--- src/rtl/core/a85e_pkg.sv ---
// ============================================================================
// a85e_pkg
// Shared types and constants for the Ascii85 encoder.
// ============================================================================
`default_nettype none

package a85e_pkg;

  localparam int unsigned A85E_QUEUE_DEPTH = 2;
  localparam int unsigned A85E_ADDR_W      = 3;

  localparam logic A85E_IDX_ADOBE = 1'b0;

  // floor(2^38 / 85): quotient estimate is exact or one low
  localparam logic [31:0] A85E_RECIP       = 32'd3233857728;
  localparam int unsigned A85E_RECIP_SHIFT = 38;
  localparam logic [7:0]  A85E_BASE        = 8'd85;
  localparam logic [6:0]  A85E_OFFSET      = 7'h21;

  localparam logic [6:0] A85E_CH_Z     = 7'h7A;
  localparam logic [6:0] A85E_CH_LT    = 7'h3C;
  localparam logic [6:0] A85E_CH_GT    = 7'h3E;
  localparam logic [6:0] A85E_CH_TILDE = 7'h7E;

  localparam logic [2:0] A85E_FULL_DIGITS = 3'd5;

  typedef struct packed {
    logic        opener;
    logic        zero;
    logic        closer;
    logic        last;
    logic [2:0]  ndig;
    logic [31:0] word;
  } fj_t;

  typedef struct packed {
    logic            opener;
    logic            zero;
    logic            closer;
    logic            last;
    logic [2:0]      ndig;
    logic [4:0][6:0] digits;
  } ej_t;

  typedef enum logic [1:0] {
    CV_IDLE,
    CV_MUL,
    CV_FIX,
    CV_OUT
  } cv_state_t;

  typedef enum logic [2:0] {
    EM_IDLE,
    EM_OPEN0,
    EM_OPEN1,
    EM_BODY,
    EM_CLOSE0,
    EM_CLOSE1
  } em_state_t;

endpackage

`default_nettype wire

--- src/rtl/core/a85e_if.sv ---
// ============================================================================
// a85e_if
// Byte and character channels of the Ascii85 encoder.
// ============================================================================
`default_nettype none

interface a85e_byte_if;
  logic       valid;
  logic       ready;
  logic [7:0] data_byte;
  logic       message_end;

  modport source (output valid, output data_byte, output message_end, input ready);
  modport sink   (input valid, input data_byte, input message_end, output ready);
endinterface

interface a85e_char_if;
  logic       valid;
  logic       ready;
  logic [6:0] out_char;
  logic       run_end;
  logic       message_done;

  modport source (output valid, output out_char, output run_end, output message_done,
                  input ready);
  modport sink   (input valid, input out_char, input run_end, input message_done,
                  output ready);
endinterface

`default_nettype wire

--- src/rtl/core/a85e_front.sv ---
// ============================================================================
// a85e_front
// Gathers bytes into big-endian groups and classifies each beat into a job.
// ============================================================================
`default_nettype none

module a85e_front (
  input  logic               clk,
  input  logic               rst_n,
  a85e_byte_if.sink          in_ch,
  input  logic               adobe_i,
  output a85e_pkg::fj_t      job_o,
  output logic               job_valid_o,
  input  logic               job_ready_i
);
  import a85e_pkg::*;

  logic [23:0] group_r, group_nxt;
  logic [1:0]  pos_r, pos_nxt;
  logic        inside_r, inside_nxt;
  logic [31:0] word;
  logic        full;
  logic        last;
  logic        acc;

  always_comb begin
    case (pos_r)
      2'd0:    word = {in_ch.data_byte, 24'h0};
      2'd1:    word = {group_r[23:16], in_ch.data_byte, 16'h0};
      2'd2:    word = {group_r[23:8], in_ch.data_byte, 8'h0};
      default: word = {group_r, in_ch.data_byte};
    endcase
  end

  assign full = (pos_r == 2'd3);
  assign last = in_ch.message_end;
  assign acc  = in_ch.valid & in_ch.ready;

  assign in_ch.ready = job_ready_i;

  always_comb begin
    job_o.opener = ~inside_r & adobe_i;
    job_o.zero   = full & (word == 32'h0);
    job_o.closer = last & adobe_i;
    job_o.last   = last;
    job_o.word   = word;
    if (full) begin
      job_o.ndig = (word == 32'h0) ? 3'd0 : A85E_FULL_DIGITS;
    end else if (last) begin
      job_o.ndig = {1'b0, pos_r} + 3'd2;
    end else begin
      job_o.ndig = 3'd0;
    end
  end

  assign job_valid_o = in_ch.valid & (job_o.opener | full | last);

  always_comb begin
    group_nxt  = group_r;
    pos_nxt    = pos_r;
    inside_nxt = inside_r;
    if (acc) begin
      inside_nxt = ~last;
      if (full | last) begin
        group_nxt = 24'h0;
        pos_nxt   = 2'd0;
      end else begin
        group_nxt = word[31:8];
        pos_nxt   = pos_r + 2'd1;
      end
    end
  end

  always_ff @(posedge clk) begin
    if (!rst_n) begin
      group_r  <= 24'h0;
      pos_r    <= 2'd0;
      inside_r <= 1'b0;
    end else begin
      group_r  <= group_nxt;
      pos_r    <= pos_nxt;
      inside_r <= inside_nxt;
    end
  end

endmodule

`default_nettype wire

--- src/rtl/core/a85e_queue.sv ---
// ============================================================================
// a85e_queue
// Short job queue between the front and the digit converter.
// ============================================================================
`default_nettype none

module a85e_queue #(
  parameter int unsigned DEPTH = a85e_pkg::A85E_QUEUE_DEPTH
) (
  input  logic          clk,
  input  logic          rst_n,
  input  a85e_pkg::fj_t push_data_i,
  input  logic          push_valid_i,
  output logic          push_ready_o,
  output a85e_pkg::fj_t pop_data_o,
  output logic          pop_valid_o,
  input  logic          pop_ready_i
);
  import a85e_pkg::*;

  localparam int unsigned PW = (DEPTH > 1) ? $clog2(DEPTH) : 1;
  localparam int unsigned CW = $clog2(DEPTH + 1);

  fj_t          mem_r [DEPTH];
  logic [PW-1:0] wr_r, wr_nxt, rd_r, rd_nxt;
  logic [CW-1:0] cnt_r, cnt_nxt;
  logic          push, pop;

  assign push_ready_o = (cnt_r != CW'(DEPTH));
  assign pop_valid_o  = (cnt_r != '0);
  assign pop_data_o   = mem_r[rd_r];

  assign push = push_valid_i & push_ready_o;
  assign pop  = pop_valid_o & pop_ready_i;

  always_comb begin
    wr_nxt  = wr_r;
    rd_nxt  = rd_r;
    cnt_nxt = cnt_r;
    if (push) begin
      wr_nxt = (wr_r == PW'(DEPTH - 1)) ? '0 : wr_r + PW'(1);
    end
    if (pop) begin
      rd_nxt = (rd_r == PW'(DEPTH - 1)) ? '0 : rd_r + PW'(1);
    end
    if (push & ~pop) begin
      cnt_nxt = cnt_r + CW'(1);
    end else if (pop & ~push) begin
      cnt_nxt = cnt_r - CW'(1);
    end
  end

  always_ff @(posedge clk) begin
    if (push) begin
      mem_r[wr_r] <= push_data_i;
    end
  end

  always_ff @(posedge clk) begin
    if (!rst_n) begin
      wr_r  <= '0;
      rd_r  <= '0;
      cnt_r <= '0;
    end else begin
      wr_r  <= wr_nxt;
      rd_r  <= rd_nxt;
      cnt_r <= cnt_nxt;
    end
  end

endmodule

`default_nettype wire

--- src/rtl/core/a85e_conv.sv ---
// ============================================================================
// a85e_conv
// Base-85 digit converter: four divisions by 85 through one reciprocal
// multiplier, each a multiply step and a fix-up step.
// ============================================================================
`default_nettype none

module a85e_conv (
  input  logic          clk,
  input  logic          rst_n,
  input  a85e_pkg::fj_t job_i,
  input  logic          job_valid_i,
  output logic          job_ready_o,
  output a85e_pkg::ej_t ej_o,
  output logic          ej_valid_o,
  input  logic          ej_ready_i
);
  import a85e_pkg::*;

  cv_state_t       state_r, state_nxt;
  fj_t             job_r;
  logic [31:0]     v_r;
  logic [25:0]     q0_r;
  logic [1:0]      step_r;
  logic [4:0][6:0] dig_r;

  logic        load;
  logic [31:0] mul_a;
  logic [63:0] prod;
  logic [32:0] q85;
  logic [32:0] rem_full;
  logic [7:0]  rem;
  logic        fix;
  logic [25:0] q;
  logic [6:0]  digit;
  logic [2:0]  dig_idx;

  // outputs
  always_comb begin
    load        = job_valid_i & ((state_r == CV_IDLE) | ((state_r == CV_OUT) & ej_ready_i));
    job_ready_o = load;
    ej_valid_o  = (state_r == CV_OUT);
  end

  // next state
  always_comb begin
    case (state_r)
      CV_IDLE: begin
        if (load) begin
          state_nxt = (job_i.ndig != 3'd0) ? CV_FIX : CV_OUT;
        end else begin
          state_nxt = CV_IDLE;
        end
      end
      CV_MUL:  state_nxt = CV_FIX;
      CV_FIX:  state_nxt = (step_r == 2'd3) ? CV_OUT : CV_MUL;
      CV_OUT: begin
        if (load) begin
          state_nxt = (job_i.ndig != 3'd0) ? CV_FIX : CV_OUT;
        end else if (ej_ready_i) begin
          state_nxt = CV_IDLE;
        end else begin
          state_nxt = CV_OUT;
        end
      end
      default: state_nxt = CV_IDLE;
    endcase
  end

  assign mul_a = (state_r == CV_MUL) ? v_r : job_i.word;
  assign prod  = 64'(mul_a) * 64'(A85E_RECIP);

  assign q85      = {7'b0, q0_r} * 33'(A85E_BASE);
  assign rem_full = {1'b0, v_r} - q85;
  assign rem      = rem_full[7:0];
  assign fix      = (rem >= A85E_BASE);
  assign q        = fix ? q0_r + 26'd1 : q0_r;
  assign digit    = fix ? 7'(rem - A85E_BASE) : rem[6:0];
  assign dig_idx  = 3'd4 - {1'b0, step_r};

  always_ff @(posedge clk) begin
    if (load || state_r == CV_MUL) begin
      q0_r <= prod[63:A85E_RECIP_SHIFT];
    end
    if (load) begin
      job_r  <= job_i;
      v_r    <= job_i.word;
      step_r <= 2'd0;
    end else if (state_r == CV_FIX) begin
      dig_r[dig_idx] <= digit;
      v_r            <= {6'b0, q};
      step_r         <= step_r + 2'd1;
      if (step_r == 2'd3) begin
        dig_r[0] <= q[6:0];
      end
    end
  end

  always_ff @(posedge clk) begin
    if (!rst_n) begin
      state_r <= CV_IDLE;
    end else begin
      state_r <= state_nxt;
    end
  end

  always_comb begin
    ej_o.opener = job_r.opener;
    ej_o.zero   = job_r.zero;
    ej_o.closer = job_r.closer;
    ej_o.last   = job_r.last;
    ej_o.ndig   = job_r.ndig;
    ej_o.digits = dig_r;
  end

endmodule

`default_nettype wire

--- src/rtl/core/a85e_emit.sv ---
// ============================================================================
// a85e_emit
// Character sequencer: delimiters, 'z' or digits, one beat per cycle while
// the receiver is ready, through a registered output.
// ============================================================================
`default_nettype none

module a85e_emit (
  input  logic          clk,
  input  logic          rst_n,
  input  a85e_pkg::ej_t ej_i,
  input  logic          ej_valid_i,
  output logic          ej_ready_o,
  a85e_char_if.source   out_ch
);
  import a85e_pkg::*;

  em_state_t  state_r, state_nxt, after_s, first_s;
  ej_t        job_r;
  logic [2:0] cnt_r, cnt_nxt;
  logic       ov_r, ov_nxt;
  logic [6:0] oc_r;
  logic       ore_r;
  logic       omd_r;

  logic       take;
  logic       advance;
  logic       body_end;
  logic [6:0] ch;

  // outputs
  always_comb begin
    ej_ready_o = (state_r == EM_IDLE);
    take       = ej_valid_i & ej_ready_o;
    advance    = (state_r != EM_IDLE) & (~ov_r | out_ch.ready);
    body_end   = job_r.zero | (cnt_r == job_r.ndig - 3'd1);
    case (state_r)
      EM_OPEN0:  ch = A85E_CH_LT;
      EM_OPEN1:  ch = A85E_CH_TILDE;
      EM_BODY:   ch = job_r.zero ? A85E_CH_Z : job_r.digits[cnt_r] + A85E_OFFSET;
      EM_CLOSE0: ch = A85E_CH_TILDE;
      EM_CLOSE1: ch = A85E_CH_GT;
      default:   ch = A85E_CH_Z;
    endcase
  end

  // next state
  always_comb begin
    if (ej_i.opener) begin
      first_s = EM_OPEN0;
    end else if (ej_i.zero | (ej_i.ndig != 3'd0)) begin
      first_s = EM_BODY;
    end else begin
      first_s = EM_CLOSE0;
    end

    case (state_r)
      EM_OPEN0:  after_s = EM_OPEN1;
      EM_OPEN1: begin
        if (job_r.zero | (job_r.ndig != 3'd0)) begin
          after_s = EM_BODY;
        end else begin
          after_s = job_r.closer ? EM_CLOSE0 : EM_IDLE;
        end
      end
      EM_BODY: begin
        if (body_end) begin
          after_s = job_r.closer ? EM_CLOSE0 : EM_IDLE;
        end else begin
          after_s = EM_BODY;
        end
      end
      EM_CLOSE0: after_s = EM_CLOSE1;
      EM_CLOSE1: after_s = EM_IDLE;
      default:   after_s = EM_IDLE;
    endcase

    if (take) begin
      state_nxt = first_s;
    end else if (advance) begin
      state_nxt = after_s;
    end else begin
      state_nxt = state_r;
    end

    if (take) begin
      cnt_nxt = 3'd0;
    end else if (advance && state_r == EM_BODY) begin
      cnt_nxt = cnt_r + 3'd1;
    end else begin
      cnt_nxt = cnt_r;
    end

    if (advance) begin
      ov_nxt = 1'b1;
    end else if (out_ch.ready) begin
      ov_nxt = 1'b0;
    end else begin
      ov_nxt = ov_r;
    end
  end

  always_ff @(posedge clk) begin
    if (take) begin
      job_r <= ej_i;
    end
    if (advance) begin
      oc_r  <= ch;
      ore_r <= (after_s == EM_IDLE);
      omd_r <= (after_s == EM_IDLE) & job_r.last;
    end
  end

  always_ff @(posedge clk) begin
    if (!rst_n) begin
      state_r <= EM_IDLE;
      cnt_r   <= 3'd0;
      ov_r    <= 1'b0;
    end else begin
      state_r <= state_nxt;
      cnt_r   <= cnt_nxt;
      ov_r    <= ov_nxt;
    end
  end

  assign out_ch.valid        = ov_r;
  assign out_ch.out_char     = oc_r;
  assign out_ch.run_end      = ore_r;
  assign out_ch.message_done = omd_r;

endmodule

`default_nettype wire

--- src/rtl/core/ascii85_encoder.sv ---
// ============================================================================
// ascii85_encoder
// Streaming Ascii85 encoder with optional <~ ~> framing, APB control.
// ============================================================================
// Bytes are taken one per cycle, while the job queue of QUEUE_DEPTH entries
// has room; a byte that completes no group, opens no frame and ends no
// message gives no job. Each four-byte group needs four divisions by 85 on
// the shared reciprocal multiplier of the digit converter, with the first
// multiply overlapping the hand-over; an all-zero group skips the divisions.
// The character sequencer takes a new job only while idle and emits each
// delimiter as a character of its own. Characters leave one beat per cycle
// from a registered output while the receiver is ready. Register 0 at byte
// address 0 (bit 0) enables framing; it is sampled on the first and the
// last byte of each message.
`default_nettype none

module ascii85_encoder #(
  parameter int unsigned QUEUE_DEPTH = a85e_pkg::A85E_QUEUE_DEPTH
) (
  input  logic                             clk,
  input  logic                             rst_n,
  a85e_byte_if.sink                        in_ch,
  a85e_char_if.source                      out_ch,
  input  logic                             psel,
  input  logic                             penable,
  input  logic                             pwrite,
  input  logic [a85e_pkg::A85E_ADDR_W-1:0] paddr,
  input  logic [31:0]                      pwdata,
  output logic [31:0]                      prdata,
  output logic                             pready
);
  import a85e_pkg::*;

  logic adobe_r, adobe_nxt;
  logic cfg_wr;

  fj_t  fq_data, qc_data;
  logic fq_valid, fq_ready, qc_valid, qc_ready;
  ej_t  ce_data;
  logic ce_valid, ce_ready;

  assign pready = 1'b1;
  assign cfg_wr = psel & penable & pwrite & pready & (paddr[2] == A85E_IDX_ADOBE);
  assign prdata = (paddr[2] == A85E_IDX_ADOBE) ? {31'b0, adobe_r} : 32'h0;

  always_comb begin
    adobe_nxt = cfg_wr ? pwdata[0] : adobe_r;
  end

  always_ff @(posedge clk) begin
    if (!rst_n) begin
      adobe_r <= 1'b0;
    end else begin
      adobe_r <= adobe_nxt;
    end
  end

  a85e_front u_front (
    .clk         (clk),
    .rst_n       (rst_n),
    .in_ch       (in_ch),
    .adobe_i     (adobe_r),
    .job_o       (fq_data),
    .job_valid_o (fq_valid),
    .job_ready_i (fq_ready)
  );

  a85e_queue #(
    .DEPTH (QUEUE_DEPTH)
  ) u_queue (
    .clk          (clk),
    .rst_n        (rst_n),
    .push_data_i  (fq_data),
    .push_valid_i (fq_valid),
    .push_ready_o (fq_ready),
    .pop_data_o   (qc_data),
    .pop_valid_o  (qc_valid),
    .pop_ready_i  (qc_ready)
  );

  a85e_conv u_conv (
    .clk         (clk),
    .rst_n       (rst_n),
    .job_i       (qc_data),
    .job_valid_i (qc_valid),
    .job_ready_o (qc_ready),
    .ej_o        (ce_data),
    .ej_valid_o  (ce_valid),
    .ej_ready_i  (ce_ready)
  );

  a85e_emit u_emit (
    .clk        (clk),
    .rst_n      (rst_n),
    .ej_i       (ce_data),
    .ej_valid_i (ce_valid),
    .ej_ready_o (ce_ready),
    .out_ch     (out_ch)
  );

endmodule

`default_nettype wire

--- src/flat_wrapper.sv ---
// flat-port wrapper written by rule: the top's interface ports become plain ports
module ascii85_encoder_flat import a85e_pkg::*;
#(
  parameter int unsigned QUEUE_DEPTH = a85e_pkg::A85E_QUEUE_DEPTH
)
  (clk, rst_n, psel, penable, pwrite, paddr, pwdata, prdata, pready, in_ch_valid, in_ch_data_byte, in_ch_message_end, in_ch_ready, out_ch_valid, out_ch_out_char, out_ch_run_end, out_ch_message_done, out_ch_ready);
  a85e_byte_if in_ch_i ();
  a85e_char_if out_ch_i ();
  input  logic clk;
  input  logic rst_n;
  input  logic psel;
  input  logic penable;
  input  logic pwrite;
  input  logic [a85e_pkg::A85E_ADDR_W-1:0] paddr;
  input  logic [31:0] pwdata;
  output logic [31:0] prdata;
  output logic pready;
  input wire logic [$bits(in_ch_i.valid)-1:0] in_ch_valid;
  input wire logic [$bits(in_ch_i.data_byte)-1:0] in_ch_data_byte;
  input wire logic [$bits(in_ch_i.message_end)-1:0] in_ch_message_end;
  output wire logic [$bits(in_ch_i.ready)-1:0] in_ch_ready;
  output wire logic [$bits(out_ch_i.valid)-1:0] out_ch_valid;
  output wire logic [$bits(out_ch_i.out_char)-1:0] out_ch_out_char;
  output wire logic [$bits(out_ch_i.run_end)-1:0] out_ch_run_end;
  output wire logic [$bits(out_ch_i.message_done)-1:0] out_ch_message_done;
  input wire logic [$bits(out_ch_i.ready)-1:0] out_ch_ready;
  assign in_ch_i.valid = in_ch_valid;
  assign in_ch_i.data_byte = in_ch_data_byte;
  assign in_ch_i.message_end = in_ch_message_end;
  assign in_ch_ready = in_ch_i.ready;
  assign out_ch_valid = out_ch_i.valid;
  assign out_ch_out_char = out_ch_i.out_char;
  assign out_ch_run_end = out_ch_i.run_end;
  assign out_ch_message_done = out_ch_i.message_done;
  assign out_ch_i.ready = out_ch_ready;
  ascii85_encoder #(.QUEUE_DEPTH(QUEUE_DEPTH)) u_core (.clk(clk), .rst_n(rst_n), .in_ch(in_ch_i), .out_ch(out_ch_i), .psel(psel), .penable(penable), .pwrite(pwrite), .paddr(paddr), .pwdata(pwdata), .prdata(prdata), .pready(pready));
endmodule
--- config.mk ---
export PLATFORM = sky130hd
export DESIGN_NAME = ascii85_encoder_flat
export DESIGN_NICKNAME = d
export VERILOG_FILES = /design/src/rtl/core/a85e_pkg.sv /design/src/rtl/core/a85e_if.sv /design/src/rtl/core/a85e_front.sv /design/src/rtl/core/a85e_queue.sv /design/src/rtl/core/a85e_conv.sv /design/src/rtl/core/a85e_emit.sv /design/src/rtl/core/ascii85_encoder.sv /design/src/flat_wrapper.sv
export SDC_FILE = /design/constraint.sdc
export NUM_CORES = 1
export LEC_CHECK = 0
export BUFFER_PORTS_ARGS = -buffer_cell sky130_fd_sc_hd__buf_2
export CAP_MARGIN = 20
export CORE_ASPECT_RATIO = 0.6
export CORE_UTILIZATION = 45
export DETAILED_ROUTE_END_ITERATION = 10
export MAX_ROUTING_LAYER = met4
export SLEW_MARGIN = 20
export SYNTH_ARGS = -nofsm -noshare
export SYNTH_HDL_FRONTEND = slang
export SYNTH_SLANG_ARGS = --single-unit
--- constraint.sdc ---
create_clock -name clk -period 20.4 [get_ports clk]
set_input_delay 0 -clock clk [delete_from_list [all_inputs] [get_ports clk]]
set_output_delay 0 -clock clk [all_outputs]
set_load 0.03 [all_outputs]
==> metrics.txt, run 1 <==
fmax 119 MHz; post-route setup slack 11.97 ns; Final Cycle Share 0.413; Fin. Hold Viols 0; Critical Setup Path Class flip-flop to flip-flop; Top Metal Used met4; Least-Margin Pin Slew 1.07 ns; # H-tree levels 1; Vias/cell 5.29; count of state elements after synthesis 272; die footprint 47,900 µm²; CP required 20.66 ns; Crit Path Max Fanout 32; fraction of layout cells with a size suffix above 1 0.0506; PortBufs 29; CTS max path bufs 3; RSZ-0062 raised after global routing false; # nets final 2,457; Slew Viols, Final 0; clk slew on worst S/H paths 0.07 ns; Primary FF master, synth edfxtp_1; worst hold path type input port to output port; antenna cells 0; main area contributors after synthesis edfxtp_1 32%, ha_1 16%, fa_1 14%; Post-CTS Setup Inserts 0; top post-synthesis cells by count 354 x inv_1, 277 x ha_1, 228 x edfxtp_1, 149 x fa_1, 105 x nor2_1; fin crit period 8.43 ns; metal3 WL 4.57 mm; Clock Tree Root clkbuf_16; CP peak stage delay 0.81 ns; grt total ovfl 0; Die W 282 µm; CP max-delay cell o221ai_1; Post-synth ARST share 0; Die Span Y 170 µm; Final setup violation count 0; wire length on met1 26.7 mm; WL final 49.9 mm; CP top delay family adder cells; first-pass GRT wire length 77.3 mm; worst path bufs/invs 7; fin util 0.491; std cell rows 61; routed length per instance 19.0 µm; drt pass-1 iters 5; skew final 0.0207 ns; Initial Utilization 0.456; dpl ws 12.08 ns; initial detailed-routing violation count 1,207; synth warn 0; Synth Cell Area 21,100 µm²; Yosys top cell area share 0.324; met2 WL 18.1 mm; unique cell type count in the Yosys netlist 67; Vias 13.9k; FILL cells 4,165; crit end category flip-flop; Slew headroom 0.287; dominant cell by count in the synthesized netlist inv_1; cell accounting for the most synthesized area edfxtp_1; Post-DRT Antenna Nets 0; GRT Util Overall 0.220; Post-Synthesis Cells 1,962; TritonCTS clock tree done; antenna violations before repair 0; Core Region 46,300 µm²; most frequent CP cell inv_1; Clock Latency Late Sink 0.52 ns; crit start category flip-flop; DP HPWL 40.9 mm; multi-input combinational cell area 11,800 µm²; register area 7730 µm²; max cap viols 0; I/O pins 95; largest net degree at the start of global routing 66; Mapped Avg Cell Area 10.8 µm²; clock tree sinks 272; number of flops mapped to enable cells by yosys 228; Post-CTS Resized 0; Seq/Total Area, Yosys 0.366; Worst Path Arrival 8.69 ns; Area Growth Syn to Fin 7.68%; Post-Route Setup TNS 0 ns; vias in the first global route 13.2k; DRC Markers 0; outcome completed; Final GP Congestion 1.01; CTS buffer count 22
==> worst reg2reg max path: stages, from the launching register on <==
cell and delay [ns]:
dfxtp_2 0.43, buf_4 0.51, mux2i_1 0.25, a21oi_1 0.55
ha_1 0.35, ha_1 0.35, inv_1 0.09, fa_1 0.51
inv_1 0.05, fa_1 0.50, inv_1 0.06, fa_1 0.56
inv_1 0.07, fa_1 0.54, inv_1 0.06, fa_1 0.53
inv_1 0.05, ha_1 0.39, a21o_1 0.22, nand2_1 0.16
o211ai_1 0.12, o221ai_1 0.81, o31ai_1 0.28, a211o_1 0.36
o31a_1 0.26, xnor2_1 0.12
==> per-layer routing <==
| metal | track usage | vias up |
|---|---|---|
| met1 | 0.356 | 6793 |
| li1 | - | 6660 |
| met5 | - | - |
| met4 | 0.0215 | 0 |
| met2 | 0.267 | 411 |
| met3 | 0.0669 | 37 |
==> cells by family after synthesis <==
logic type / synth area share
AO/OA/AOI/OAI: 0.0908
other: 0.000355
adder cells (fa/ha/maj): 0.305
AND/OR/NAND/NOR: 0.0843
flip-flops: 0.366
multiplexers: 0.0364
XOR/XNOR: 0.0327
buffers and inverters: 0.0848
==> per-stage QoR <==
step | hold slack [ns] | instance area (µm²) | instances
final | 0.287 | 22800 | 2626
after global routing | 0.297 | 22800 | 2626
after CTS | 0.286 | 22700 | 2624
after detailed placement | 0.245 | 21800 | 2569
after global placement | 0.235 | 21800 | 2569
after floorplan | 0.0989 | 21300 | 1992
==> path summary, 6_finish.rpt <==
path	endpoint	cells past startpoint	start	slack, ns
worst min-delay path	prdata[0]	3	paddr[2]	0.29
worst max register to register	u_core.u_conv.q0_r[25]$_DFFE_PP_	25	flip-flop	11.97
worst max-delay path	u_core.u_conv.q0_r[25]$_DFFE_PP_	25	flip-flop	11.97
worst min register to register	u_core.u_emit.job_r[8]$_DFFE_PP_	0	u_core.u_conv.ej_o[8]$_DFFE_PP_	0.42
==> placed cells by master, fill, tap and decap left out, types with 15 or more instances in the layout <==
cell type | netlist | routed
buf_2 | 4 | 29
dfxtp_1 | 44 | 43
conb_1 | 2 | 32
nor2b_1 | 24 | 24
clkbuf_16 | 0 | 23
inv_1 | 354 | 354
o21ai_0 | 73 | 73
dlygate4sd3_1 | 0 | 15
ha_1 | 277 | 277
a22o_1 | 18 | 18
fa_1 | 149 | 149
nor3_1 | 17 | 15
xor2_1 | 26 | 26
mux2i_1 | 69 | 69
nand3_1 | 19 | 19
xnor2_1 | 53 | 53
and2_1 | 23 | 23
a22oi_1 | 28 | 28
a21oi_1 | 82 | 82
edfxtp_1 | 228 | 228
nor2_1 | 105 | 105
nand2_1 | 96 | 94
==> flip-flops by register name, indices dropped and copies added (netlist names), 3 cells and up, named ones only <==
signal,count
u_core.u_conv.v_r,32
u_core.u_emit.out_ch.out_char,7
u_core.u_emit.job_r,41
u_core.u_emit.cnt_r,3
u_core.u_conv.q0_r,26
u_core.u_emit.state_r,3
u_core.u_queue.mem_r,78
u_core.u_front.group_r,24
u_core.u_conv.ej_o,42
==> final cells by class <==
class | count | area share
timing repair buffer | 53 | 0.0168
inverter | 355 | 0.0585
clock buffer | 34 | 0.0297
clock inverter | 6 | 0.00379
sequential | 272 | 0.340
tap | 630 | 0.0346
multi-input combinational | 1276 | 0.517
==> what timing repair did <==
| item | 4_1_cts | 5_1_grt |
|---|---|---|
| endpoints found under the hold margin | 38 | 0 |
| setup endpoints to repair | 0 | 0 |
| hold buffers | 15 | 0 |
Power of run 1 is left out: the tool's default activity adds up to more than one toggle a clock period on the data nets, which glitch-free logic cannot reach.
==> inputs of run 2 (changes only) <==
- clock period: 20.4 -> 7.65 ns (I/O delays scaled with it)
==> run 2 against run 1 <==
Compared with the run above: final cell count rose by 1.4%; non-clock buffer count up 35; routed wire length is 2.4% higher; critical path depth unchanged; first-iteration DRC count decreased by 2.3%; global-route usage rose by 0.53 points.
==> metrics.txt, run 2 (synthesis gave the netlist of run 1 again) <==
Vias/cell 5.31 (+0.23%); max FFs per register 78 (unchanged); drt pass-1 iters 7 (+2); worst hold path type input port to output port; leading cell type in the layout, fill and taps excluded inv_1; Clock Latency Late Sink 0.52 ns (about the same); grt total ovfl 0 (unchanged); Final Cycle Share 0.958 (+0.545); CP required 7.91 ns (-12.75 ns); PortBufs 29 (unchanged); Top Metal Used met4; max cap viols 0 (unchanged); RSZ-0062 raised after global routing false; fmax 136 MHz (+15%); Post-DRT Antenna Nets 0 (unchanged); Slew headroom 0.299 (+0.0128); clock tree sinks 272 (unchanged); largest net degree at the start of global routing 47 (-29%); Slew Viols, Final 0 (unchanged); DRC Markers 0 (unchanged); Final GP Congestion 1.07 (+5.9%); Clock Tree Root clkbuf_16; WL final 51.1 mm (+2.4%); std cell rows 61 (unchanged); clk slew on worst S/H paths 0.07 ns (about the same); Least-Margin Pin Slew 1.05 ns (-0.0192 ns); fraction of layout cells with a size suffix above 1 0.0758 (+0.0252); Core Region 46,300 µm² (unchanged); fin crit period 7.33 ns (-1.10 ns); Initial Utilization 0.456 (unchanged); routed length per instance 19.2 µm (+1.0%); commonest cells after routing, fill and taps aside 354 x inv_1, 275 x ha_1, 228 x edfxtp_1; crit end category flip-flop; wire length on met1 27.4 mm (+2.4%); CTS buffer count 22 (unchanged); initial detailed-routing violation count 1,179 (-2.3%); die footprint 47,900 µm² (unchanged); DP HPWL 42.0 mm (+2.6%); Final setup violation count 0 (unchanged); vias in the first global route 13.6k (+3.3%); # H-tree levels 1 (unchanged); final instance area 23,200 µm² (+1.9%); skew final 0.0187 ns (-0.00199 ns); CTS max path bufs 3 (unchanged); Final Non-Filler Cells 2,662 (+1.4%); met2 WL 19.3 mm (+6.1%); first-pass GRT wire length 79.4 mm (+2.6%); Worst Path Arrival 7.59 ns (-1.10 ns); register bank with the most flops u_core.u_queue.mem_r; GRT Util Overall 0.225 (+0.00529); Area Growth Syn to Fin 9.77%; Post-Route Setup TNS 0 ns (unchanged); Cells after DPL 2,605 (+1.4%); antenna violations before repair 0 (unchanged); Die Span Y 170 µm (unchanged); Fin. Hold Viols 0 (unchanged); Die W 282 µm (unchanged); metal3 WL 3.98 mm (-13%); # nets final 2,494 (+1.5%); outcome completed; antenna cells 0 (unchanged); crit start category flip-flop; Vias 14.1k (+1.6%); placed cell area 22,100 µm² (+1.3%); I/O pins 95 (unchanged); Critical Setup Path Class flip-flop to flip-flop; TritonCTS clock tree done; Crit Path Max Fanout 7 (-78%)
## run 2: final cells by class
type                    instances  area [µm²]
well taps                     630         788
flip-flops and latches        272        7730
clock inverters                11         235
fillers                      4239       23100
multi-input cells            1278       11900
repair buffers                 88         642
inverters                     355        1330
clock buffers                  28         604
## run 2: routing by layer
layer	vias up	GRT usage
li1	6729	-
met1	6989	0.361
met2	362	0.284
met3	44	0.0604
met4	0	0.0217
met5	-	-
## run 2: final timing paths
path,slack [ns],cells after the start,to,start
hold / removal,0.28,3,prdata[0],paddr[2]
setup reg to reg,0.32,25,u_core.u_conv.q0_r[19]$_DFFE_PP_,flip-flop
hold reg to reg,0.42,0,u_core.u_emit.job_r[3]$_DFFE_PP_,u_core.u_conv.ej_o[3]$_DFFE_PP_
setup / recovery,0.32,25,u_core.u_conv.q0_r[19]$_DFFE_PP_,flip-flop
## run 2: critical path, stage by stage, from the launching register on
cell,delay (ns)
dfxtp_4,0.43
mux2i_1,0.34
a21oi_1,0.22
ha_1,0.39
ha_1,0.35
inv_1,0.10
fa_1,0.53
inv_1,0.06
fa_1,0.54
inv_1,0.08
fa_1,0.51
fa_1,0.52
fa_1,0.54
inv_1,0.04
ha_1,0.36
a21oi_1,0.24
o21a_1,0.17
o21ai_0,0.11
a221oi_1,0.28
o21ai_1,0.10
buf_4,0.17
a221oi_1,0.29
buf_4,0.21
nor2b_1,0.19
o21ai_0,0.14
xor2_1,0.16
## run 2: what timing repair did
action                                  4_1_cts  5_1_grt
hold endpoints to repair                     49        0
resized for setup                             0       22
hold buffers                                 15        0
endpoints found under the setup margin        0       14
setup buffers                                 0        1
## run 2: through the flow
step	hold slack [ns]	utilization	setup WS (ns)
2_1_floorplan	0.0989	-	0.384
3_3_place_gp	0.235	0.477	0.134
3_5_place_dp	0.250	0.477	0.0971
4_1_cts	0.270	0.498	0.0296
5_1_grt	0.294	0.501	0.00849
6_report	0.284	0.501	0.321
Power of run 2 is left out for the same reason.
